==> config.mk <==
export PLATFORM = sky130hd
export DESIGN_NAME = alarm_led_blink_then_breathe
export DESIGN_NICKNAME = d
export VERILOG_FILES = /design/src/rtl/core/alb_pkg.sv /design/src/rtl/core/alarm_led_blink_then_breathe.sv /design/src/rtl/core/alb_cfg_regs.sv /design/src/rtl/core/alb_core.sv
export SDC_FILE = /design/constraint.sdc
export NUM_CORES = 1
export LEC_CHECK = 0
export BUFFER_PORTS_ARGS = -buffer_cell sky130_fd_sc_hd__buf_2
export CORE_UTILIZATION = 45
export DETAILED_ROUTE_END_ITERATION = 8
export SYNTH_ARGS = -nofsm -noshare
export SYNTH_HDL_FRONTEND = slang
export SYNTH_HIERARCHICAL = 1
export SYNTH_SLANG_ARGS = --single-unit
==> constraint.sdc <==
create_clock -name clk -period 4.4 [get_ports clk]
set_clock_uncertainty 0.15 [all_clocks]
set_input_delay 0.66 -clock clk [delete_from_list [all_inputs] [get_ports clk]]
set_output_delay 0.66 -clock clk [all_outputs]
set_load 0.1 [all_outputs]
==> src/rtl/core/alb_pkg.sv <==
// Shared types and constants for the alarm LED blink/breathe indicator.
// No dependencies; imported by every module in rtl/core.
package alb_pkg;

	localparam int unsigned DATA_W  = 16;
	localparam int unsigned CFG_IDX_W = 3;

	// register map
	typedef enum logic [CFG_IDX_W-1:0] {
		REG_PWM_PERIOD      = 3'd0,
		REG_BLINK_INTERVAL  = 3'd1,
		REG_BLINK_DURATION  = 3'd2,
		REG_BREATH_STEP     = 3'd3,
		REG_BREATH_PEAK     = 3'd4
	} reg_idx_t;

	localparam logic [DATA_W-1:0] RST_PWM_PERIOD     = 16'd720;
	localparam logic [DATA_W-1:0] RST_BLINK_INTERVAL = 16'd500;
	localparam logic [DATA_W-1:0] RST_BLINK_DURATION = 16'd5000;
	localparam logic [DATA_W-1:0] RST_BREATH_STEP    = 16'd20;
	localparam logic [DATA_W-1:0] RST_BREATH_PEAK    = 16'd50;

	// input item kinds
	localparam logic KIND_TICK   = 1'b0;
	localparam logic KIND_UPDATE = 1'b1;

	typedef struct packed {
		logic [DATA_W-1:0] pwm_period;
		logic [DATA_W-1:0] blink_interval;
		logic [DATA_W-1:0] blink_duration;
		logic [DATA_W-1:0] breath_step_interval;
		logic [DATA_W-1:0] breath_peak;
	} cfg_t;

	typedef struct packed {
		logic              kind;
		logic [DATA_W-1:0] alarm_value;
	} item_t;

	typedef struct packed {
		logic              compare_write;
		logic [DATA_W-1:0] compare_value;
	} result_t;

endpackage

==> src/rtl/core/alarm_led_blink_then_breathe.sv <==
// Top level of the alarm LED indicator: input register, state/update core,
// result register. Depends on alb_pkg, alb_cfg_regs and alb_core.

// One item (tick or alarm update) is taken every clock cycle while in_ready is high
// and yields exactly one result, compare_write/compare_value. The item waits in the
// input register and its result in the result register, with the indicator
// state updated as the item moves between them. Stalls on the output back up
// through both registers; input ready stays high while the result register is
// empty or being drained. Configuration writes are accepted in every cycle.
module alarm_led_blink_then_breathe
	import alb_pkg::*;
#(
	parameter int unsigned COUNTER_BITS = 16
) (
	input  logic                 clk,
	input  logic                 arst_n,
	input  logic                 cfg_valid,
	output logic                 cfg_ready,
	input  logic [CFG_IDX_W-1:0] cfg_index,
	input  logic [DATA_W-1:0]    cfg_data,
	input  logic                 in_valid,
	output logic                 in_ready,
	input  logic                 kind,
	input  logic [DATA_W-1:0]    alarm_value,
	output logic                 out_valid,
	input  logic                 out_ready,
	output logic                 compare_write,
	output logic [DATA_W-1:0]    compare_value
);

	cfg_t    cfg;
	item_t   item_s1;
	logic    valid_s1, valid_s2;
	result_t res_comb, res_s2;
	logic    advance;

	alb_cfg_regs u_cfg (
		.clk       (clk),
		.arst_n    (arst_n),
		.cfg_valid (cfg_valid),
		.cfg_ready (cfg_ready),
		.cfg_index (cfg_index),
		.cfg_data  (cfg_data),
		.cfg       (cfg)
	);

	// result register free or being emptied this cycle
	assign advance  = !valid_s2 || out_ready;
	assign in_ready = !valid_s1 || advance;

	alb_core #(
		.COUNTER_BITS (COUNTER_BITS)
	) u_core (
		.clk    (clk),
		.arst_n (arst_n),
		.step   (valid_s1 && advance),
		.item   (item_s1),
		.cfg    (cfg),
		.result (res_comb)
	);

	always_ff @(posedge clk or negedge arst_n) begin
		if (!arst_n) begin
			valid_s1 <= 1'b0;
			valid_s2 <= 1'b0;
		end else begin
			if (in_ready)
				valid_s1 <= in_valid;
			if (advance)
				valid_s2 <= valid_s1;
		end
	end

	always_ff @(posedge clk) begin
		if (in_valid && in_ready) begin
			item_s1.kind        <= kind;
			item_s1.alarm_value <= alarm_value;
		end
		if (valid_s1 && advance)
			res_s2 <= res_comb;
	end

	assign out_valid     = valid_s2;
	assign compare_write = res_s2.compare_write;
	assign compare_value = res_s2.compare_value;

	// a result without a compare write carries zero
	assert property (@(posedge clk) disable iff (!arst_n)
		out_valid && !compare_write |-> compare_value == '0)
		else $error("idle result with nonzero compare value");

	// an empty result register never blocks the input side
	assert property (@(posedge clk) disable iff (!arst_n)
		!valid_s2 |-> in_ready)
		else $error("input stalled with empty result register");

	// every input transfer lands in the input register
	assert property (@(posedge clk) disable iff (!arst_n)
		in_valid && in_ready |=> valid_s1)
		else $error("accepted item lost from input register");

	// a stalled input register keeps its item
	assert property (@(posedge clk) disable iff (!arst_n)
		valid_s1 && !advance |=> valid_s1 && $stable(item_s1))
		else $error("stalled input register changed");

endmodule

==> src/rtl/core/alb_cfg_regs.sv <==
// Configuration register file: five 16-bit registers behind a valid/ready
// write channel. Depends on alb_pkg.
module alb_cfg_regs
	import alb_pkg::*;
(
	input  logic                 clk,
	input  logic                 arst_n,
	input  logic                 cfg_valid,
	output logic                 cfg_ready,
	input  logic [CFG_IDX_W-1:0] cfg_index,
	input  logic [DATA_W-1:0]    cfg_data,
	output cfg_t                 cfg
);

	cfg_t cfg_q;

	assign cfg_ready = 1'b1;
	assign cfg = cfg_q;

	always_ff @(posedge clk or negedge arst_n) begin
		if (!arst_n) begin
			cfg_q.pwm_period           <= RST_PWM_PERIOD;
			cfg_q.blink_interval       <= RST_BLINK_INTERVAL;
			cfg_q.blink_duration       <= RST_BLINK_DURATION;
			cfg_q.breath_step_interval <= RST_BREATH_STEP;
			cfg_q.breath_peak          <= RST_BREATH_PEAK;
		end else if (cfg_valid && cfg_ready) begin
			unique case (reg_idx_t'(cfg_index))
				REG_PWM_PERIOD:     cfg_q.pwm_period           <= cfg_data;
				REG_BLINK_INTERVAL: cfg_q.blink_interval       <= cfg_data;
				REG_BLINK_DURATION: cfg_q.blink_duration       <= cfg_data;
				REG_BREATH_STEP:    cfg_q.breath_step_interval <= cfg_data;
				REG_BREATH_PEAK:    cfg_q.breath_peak          <= cfg_data;
				default: ;	// unmapped index: transfer is dropped
			endcase
		end
	end

endmodule

==> src/rtl/core/alb_core.sv <==
// Indicator state (arm, mode, counters, pulse level) and the per-item
// update logic producing one result. Depends on alb_pkg.
module alb_core
	import alb_pkg::*;
#(
	parameter int unsigned COUNTER_BITS = 16
) (
	input  logic    clk,
	input  logic    arst_n,
	input  logic    step,     // commit the item below
	input  item_t   item,
	input  cfg_t    cfg,
	output result_t result
);

	localparam int unsigned CMP_W = (COUNTER_BITS > DATA_W) ? COUNTER_BITS : DATA_W;

	logic                    armed_q, breathing_q, led_lit_q, falling_q;
	logic [COUNTER_BITS-1:0] blink_cnt_q, alarm_cnt_q, breath_cnt_q;
	logic [DATA_W-1:0]       pulse_q;

	logic                    armed_d, breathing_d, led_lit_d, falling_d;
	logic [COUNTER_BITS-1:0] blink_cnt_d, alarm_cnt_d, breath_cnt_d;
	logic [DATA_W-1:0]       pulse_d;

	function automatic logic [COUNTER_BITS-1:0] sat_inc(input logic [COUNTER_BITS-1:0] c);
		return (&c) ? c : c + 1'b1;
	endfunction

	// count >= threshold with both sides widened to a common width
	function automatic logic reached(input logic [COUNTER_BITS-1:0] c,
	                                 input logic [DATA_W-1:0] thr);
		logic [CMP_W-1:0] cw, tw;
		cw = CMP_W'(c);
		tw = CMP_W'(thr);
		return cw >= tw;
	endfunction

	always_comb begin
		armed_d      = armed_q;
		breathing_d  = breathing_q;
		led_lit_d    = led_lit_q;
		falling_d    = falling_q;
		blink_cnt_d  = blink_cnt_q;
		alarm_cnt_d  = alarm_cnt_q;
		breath_cnt_d = breath_cnt_q;
		pulse_d      = pulse_q;
		result       = '0;

		if (item.kind == KIND_UPDATE) begin
			if (item.alarm_value != '0) begin
				armed_d     = 1'b1;
				breathing_d = 1'b0;
			end else begin
				armed_d              = 1'b0;
				alarm_cnt_d          = '0;
				result.compare_write = 1'b1;
			end
		end else begin
			blink_cnt_d  = sat_inc(blink_cnt_q);
			alarm_cnt_d  = sat_inc(alarm_cnt_q);
			breath_cnt_d = sat_inc(breath_cnt_q);
			if (armed_q) begin
				if (!breathing_q) begin
					if (reached(blink_cnt_d, cfg.blink_interval)) begin
						blink_cnt_d          = '0;
						led_lit_d            = !led_lit_q;
						result.compare_write = 1'b1;
						result.compare_value = led_lit_q ? '0 : (cfg.pwm_period >> 1);
					end
					if (reached(alarm_cnt_d, cfg.blink_duration)) begin
						alarm_cnt_d  = '0;
						breath_cnt_d = '0;
						breathing_d  = 1'b1;
					end
				end else if (reached(breath_cnt_d, cfg.breath_step_interval)) begin
					alarm_cnt_d  = '0;
					breath_cnt_d = '0;
					pulse_d      = falling_q ? pulse_q - 1'b1 : pulse_q + 1'b1;
					if (pulse_d >= cfg.breath_peak)
						falling_d = 1'b1;
					if (pulse_d == '0)
						falling_d = 1'b0;
					result.compare_write = 1'b1;
					result.compare_value = pulse_d;
				end
			end
		end
	end

	always_ff @(posedge clk or negedge arst_n) begin
		if (!arst_n) begin
			armed_q      <= 1'b0;
			breathing_q  <= 1'b0;
			led_lit_q    <= 1'b0;
			falling_q    <= 1'b0;
			blink_cnt_q  <= '0;
			alarm_cnt_q  <= '0;
			breath_cnt_q <= '0;
			pulse_q      <= '0;
		end else if (step) begin
			armed_q      <= armed_d;
			breathing_q  <= breathing_d;
			led_lit_q    <= led_lit_d;
			falling_q    <= falling_d;
			blink_cnt_q  <= blink_cnt_d;
			alarm_cnt_q  <= alarm_cnt_d;
			breath_cnt_q <= breath_cnt_d;
			pulse_q      <= pulse_d;
		end
	end

endmodule

==> results of run 1 <==
final cells by class:
class / count / area (um^2)
Timing Repair Buffer: 91 / 566.8
Clock buffer: 17 / 425.4
Clock inverter: 15 / 133.9
Multi-Input combinational cell: 684 / 5296
Inverter: 72 / 270.3
Fill cell: 2034 / 10890
Tap cell: 285 / 356.6
Sequential cell: 183 / 4775
registers in the layout (all words and copies together), names as in the netlist:
register,flops
u_cfg/cfg,79
item_s1,17
compare_value,16
u_core/alarm_cnt_q,16
u_core/blink_cnt_q,16
u_core/breath_cnt_q,16
u_core/pulse_q,16
compare_write,1
out_valid,1
u_core/armed_q,1
u_core/breathing_q,1
u_core/falling_q,1
u_core/led_lit_q,1
valid_s1,1
metrics by stage:
stage / instances / instance area [um^2] / hold WS, ps
detailed placement: 1314 / 11160 / 306.9
CTS: 1346 / 11730 / 211.7
finish: 1347 / 11820 / 174.9
floorplan: 976 / 10420 / 214.4
global route: 1347 / 11820 / 215.3
global placement: 1314 / 11160 / 304.6
report_power, final:
group | switching [mW] | leakage [nW] | internal (mW)
combinational | 0.599 | 3.07 | 0.444
sequential | 0.161 | 2.20 | 2.00
clock | 0.739 | 0.262 | 0.747
total | 1.50 | 5.54 | 3.19
how the worst max path moves through the flow:
stage / slack, ps / cells after the start / to
3_3_place_gp: 110 / 16 / compare_value[9]
3_5_place_dp: -30 / 17 / compare_value[9]
5_1_grt: 5 / 17 / u_core/breath_cnt_q[10]
2_1_floorplan: 240 / 18 / u_core/alarm_cnt_q[9]
6_report: 270 / 15 / u_core/breath_cnt_q[8]
4_1_cts: 70 / 18 / u_core/blink_cnt_q[0]
routing by layer:
metal	share of wire (%)	routed length (um)	track usage (%)
met5	0	0	0
met4	1.4	342	5.905
met3	2.9	720	3.727
met2	46	11290	34.63
met1	49	12100	30.65
worst register-to-register path, stage by stage (launching register included):
cell and delay, ps:
dfrtp_1 410, and3_1 240, and4_1 240, and4_2 300
nand3_1 110, or3_1 440, a31oi_2 260, ha_1 280
a21o_1 180, a21o_1 200, a211oi_4 330, and3_1 220
nor3_2 60, nand2b_2 250, buf_4 190, o31ai_1 200
repair_timing:
item                                    in CTS  in global routing
endpoints found under the setup margin      20                 63
buffers inserted                             0                  1
pin swaps                                    0                  2
gates resized for setup                      3                 18
layout by cell type, fill, tap and decap left out, drive strengths merged, types with 3 or more instances in the layout:
cell type / count
a211oi: 10
a21o: 22
a21oi: 37
a22o: 22
a31oi: 16
and2: 8
and3: 12
and4: 7
buf: 91
clkbuf: 17
clkinvlp: 5
dfrtp: 129
dfstp: 20
edfxtp: 34
ha: 82
inv: 80
mux2: 90
nand2: 88
nand2b: 15
nand3: 26
nand3b: 5
nand4: 12
nor2: 40
nor2b: 7
nor3: 11
nor4: 7
o211ai: 5
o21a: 11
o21ai: 56
o22ai: 3
o31ai: 13
or3: 3
xnor2: 36
xor2: 13
==> impl_metrics.json, run 1 <==
{
  "power.total_mw": 4.690,
  "max_freq_ghz": 0.2422,
  "regToRegEndpoint": "u_core/breath_cnt_q[8]",
  "rows": 55,
  "insertion_delay_ps": 440,
  "crit_type": "reg2reg",
  "cp.required_ps": 4590,
  "r2r_start": "u_core/breath_cnt_q[4]",
  "wl_mm": 24.45,
  "drv_cap": 0,
  "vias_per_cell": 5.499,
  "synth.yosys.warnings": 6,
  "grtUsageTotal_pct": 21.77,
  "critPathBufInv": 1,
  "crit_path_end_kind": "flop",
  "nets": 1173,
  "avgSynthCellArea_um2": 10.68,
  "core_region_area_mm2": 0.02271,
  "p_per_area_mw_per_mm2": 396.7,
  "dieWidth_um": 154.2,
  "root_buffer": "clkbuf_16",
  "wire_per_inst_um": 18.15,
  "hpwl_mm": 17.33,
  "grt-ovfl-total": 0,
  "grt_pass1_vias": 7421,
  "final.setup.tns_ps": 0,
  "fp.dieArea_mm2": 0.02378,
  "path_cells": "and3_1 -> and4_1 -> and4_2 -> nand3_1 -> or3_1 -> a31oi_2 -> ha_1 -> a21o_1 -> a21o_1 -> a211oi_4 -> and3_1 -> nor3_2 -> nand2b_2 -> buf_4 -> o31ai_1",
  "globalplace.congestion": 0.8255,
  "arrival_ps": 4320,
  "antenna_cells": 0,
  "synth_nets": 1100,
  "clk_pin_slew_ps": 70,
  "cts.hold.buffers_added": 0,
  "final_util_pct": 52.07,
  "grt_max_degree": 93,
  "ios": 61,
  "crit_path_max_incr_delay_ps": 440,
  "cp-start-kind": "flop",
  "setup_ws_ps": 271.1,
  "drtIter0Drc": 393,
  "report.final.hold_viol_count": 0,
  "slew_violations": 0,
  "rsz0062_at_grt": "yes",
  "slew_headroom_pct": 40.19,
  "htreeDepth": 4,
  "drc": 0,
  "cpLargestDelayFamily": "simple AND/OR/NAND/NOR gates",
  "worstRegToRegCells": 15,
  "grt_pass1_wl_mm": 39.62,
  "period_needed_ps": 4129,
  "crit_start": "u_core/breath_cnt_q[4]",
  "initial_core_util_pct": 45.90,
  "drtPass1Iterations": 4,
  "clkSinkCount": 183,
  "port_buffers": 59,
  "place_ws_ps": -31.97,
  "ir_drop_uv": 239.9,
  "cts.path.max_buffers": 2,
  "tightest_slew_ps": 897.2,
  "die_h_um": 154.2,
  "synth_area_mm2": 0.01042,
  "area_delta_synth_final_pct": 13.43,
  "cts_tree": "built",
  "antenna_found_initial": 0,
  "cts_buffers": 17,
  "cp_slowest_cell": "or3_1",
  "status": "complete, no violations",
  "synthCells": 976,
  "drtAntennaViolNets": 0,
  "layout-drive-gt1-share_pct": 25.05,
  "hold_class": "in2async",
  "finalSetupViolCount": 0,
  "rrSetupSlack_ps": 270,
  "post-route-period-util_pct": 93.84,
  "crit_path_max_fanout": 5,
  "leakagePower_nw": 5.536,
  "num_vias": 7407
}
(Power assumes the default switching activity.)
==> run 2: changes to the inputs <==
Settings changed: CTS_CLUSTER_SIZE set to 20, SETUP_SLACK_MARGIN set to 0.5.
==> impl_metrics.json, run 2 (synthesis results as in run 1) <==
{
  "status": "complete, no violations",
  "drtAntennaViolNets": 0,
  "root_buffer": "clkbuf_16",
  "num_vias": 7797,
  "drv_cap": 0,
  "globalplace.congestion": 0.8338,
  "crit_path_max_fanout": 7,
  "initial_core_util_pct": 45.90,
  "post-route-period-util_pct": 87.69,
  "arrival_ps": 4070,
  "clkPwrFrac_pct": 30.4,
  "report.final.hold_viol_count": 0,
  "met3_wirelength_mm": 1.093,
  "insertion_delay_ps": 440,
  "ir_drop_uv": 234.7,
  "combPwrFrac_pct": 24.7,
  "final_common_cell": "dfrtp_1",
  "clk_pin_slew_ps": 70,
  "layout-drive-gt1-share_pct": 31.88,
  "clkSinkCount": 183,
  "drtIter0Drc": 326,
  "top_layer": "met4",
  "cts_buffers": 17,
  "drc": 0,
  "cts.path.max_buffers": 2,
  "cts_tree": "built",
  "final_util_pct": 54.83,
  "finalSetupViolCount": 0,
  "final.setup.tns_ps": 0,
  "hold_class": "in2async",
  "rows": 55,
  "largest_reg_flops": 79,
  "port_buffers": 59,
  "period_needed_ps": 3858,
  "area_delta_synth_final_pct": 19.46,
  "slew_headroom_pct": 53.86,
  "vias_per_cell": 5.613,
  "die_h_um": 154.2,
  "dieWidth_um": 154.2,
  "antenna_cells": 0,
  "rsz0062_at_grt": "yes",
  "tightest_slew_ps": 692.2,
  "grt-ovfl-total": 0,
  "final_cell_mix": "dfrtp_1 (123), mux2_2 (90), nand2_1 (85)",
  "cp-start-kind": "flop",
  "wire_per_inst_um": 18.33,
  "max_freq_ghz": 0.2592,
  "cell_internal_pwr_mw": 3.281,
  "fillers": 2001,
  "grt_max_degree": 80,
  "cp.required_ps": 4610,
  "seqPwrFrac_pct": 45.0,
  "wl_met2_mm": 11.51,
  "crit_type": "reg2reg",
  "wl_mm": 25.47,
  "nets": 1215,
  "hpwl_mm": 17.41,
  "drtPass1Iterations": 4,
  "p_switching_mw": 1.527,
  "grtUsageTotal_pct": 21.77,
  "grt_pass1_wl_mm": 39.99,
  "crit_path_end_kind": "flop",
  "htreeDepth": 4,
  "fp.dieArea_mm2": 0.02378,
  "p_per_area_mw_per_mm2": 386.2,
  "ios": 61,
  "power.share.switching_pct": 31.76,
  "antenna_found_initial": 0,
  "grt_pass1_vias": 7528,
  "slew_violations": 0,
  "core_region_area_mm2": 0.02271,
  "met1Wirelength_mm": 12.42,
  "leakagePower_nw": 5.818
}
==> run 2: layout make-up <==
type	instances	area (um^2)	share of cell area [%]
inverters	72	270.3	2.170
flip-flops and latches	183	4782	38.40
multi-input cells	684	5565	44.69
well taps	285	356.6	2.864
clock buffers	18	439.2	3.527
clock inverters	14	116.4	0.9345
repair buffers	133	922.1	7.406
==> run 2: through the flow <==
| stage | cell area, um^2 | hold WS (ps) | total power, mW | cells | setup WS, ps |
|---|---|---|---|---|---|
| final | 12450 | 86.51 | 4.809 | 1389 | 541.8 |
| after global routing | 12450 | 125.8 | 5.091 | 1389 | 374.3 |
| after CTS | 11900 | 115.2 | 4.730 | 1355 | 498.9 |
| after detailed placement | 11210 | 314.7 | 3.218 | 1315 | 68.72 |
| after global placement | 11210 | 306.6 | 3.193 | 1315 | 192.9 |
| after floorplan | 10480 | 214.4 | 2.913 | 976 | 468.2 |
==> run 2: final timing paths <==
check / startpoint / endpoint / slack, ps / depth (start not counted)
setup / recovery: u_core/breath_cnt_q[4] / u_core/alarm_cnt_q[9] / 540 / 17
hold / removal: arst_n / u_core/breath_cnt_q[4] / 90 / 1
setup reg to reg: u_core/breath_cnt_q[4] / u_core/alarm_cnt_q[9] / 540 / 17
hold reg to reg: u_core/pulse_q[4] / u_core/pulse_q[4] / 340 / 2
max in group asynchronous: arst_n / u_cfg/cfg[41] / 3140 / 2
min in group clk: alarm_value[14] / item_s1[14] / 250 / 1
==> run 2: power by group through the flow <==
stage                     clock network, mW  logic, mW  registers, mW
final                                  1.46       1.19           2.16
after global routing                   1.57       1.33           2.20
after detailed placement                  0       1.02           2.20
after CTS                              1.50       1.07           2.16
after global placement                    0       1.00           2.19
after floorplan                           0      0.688           2.22
==> run 2: repair_timing <==
action	in CTS	in global routing
pin swaps	7	31
endpoints found under the setup margin	70	73
setup buffers	8	31
gates cloned	0	3
hold buffers	0	0
gates resized for setup	25	72
==> run 2: critical path, cell delays in order, from the launching register on <==
cell	delay, ps
dfrtp_1	370
and3_4	200
and4_1	230
and4_4	290
nand3_4	90
or3_4	430
a31oi_4	230
ha_4	240
a21o_1	170
a21o_1	170
a211oi_4	240
and3_4	230
nor3_4	50
buf_12	130
nor2_4	130
buf_4	180
o21ai_0	100
a31oi_1	170
==> run 2: routing by layer <==
layer  vias to the layer above  track usage (%)
met5                         -                0
met4                         0            6.524
met3                        29            4.147
met2                       169            34.00
met1                      3854            30.65
li1                       3745                -
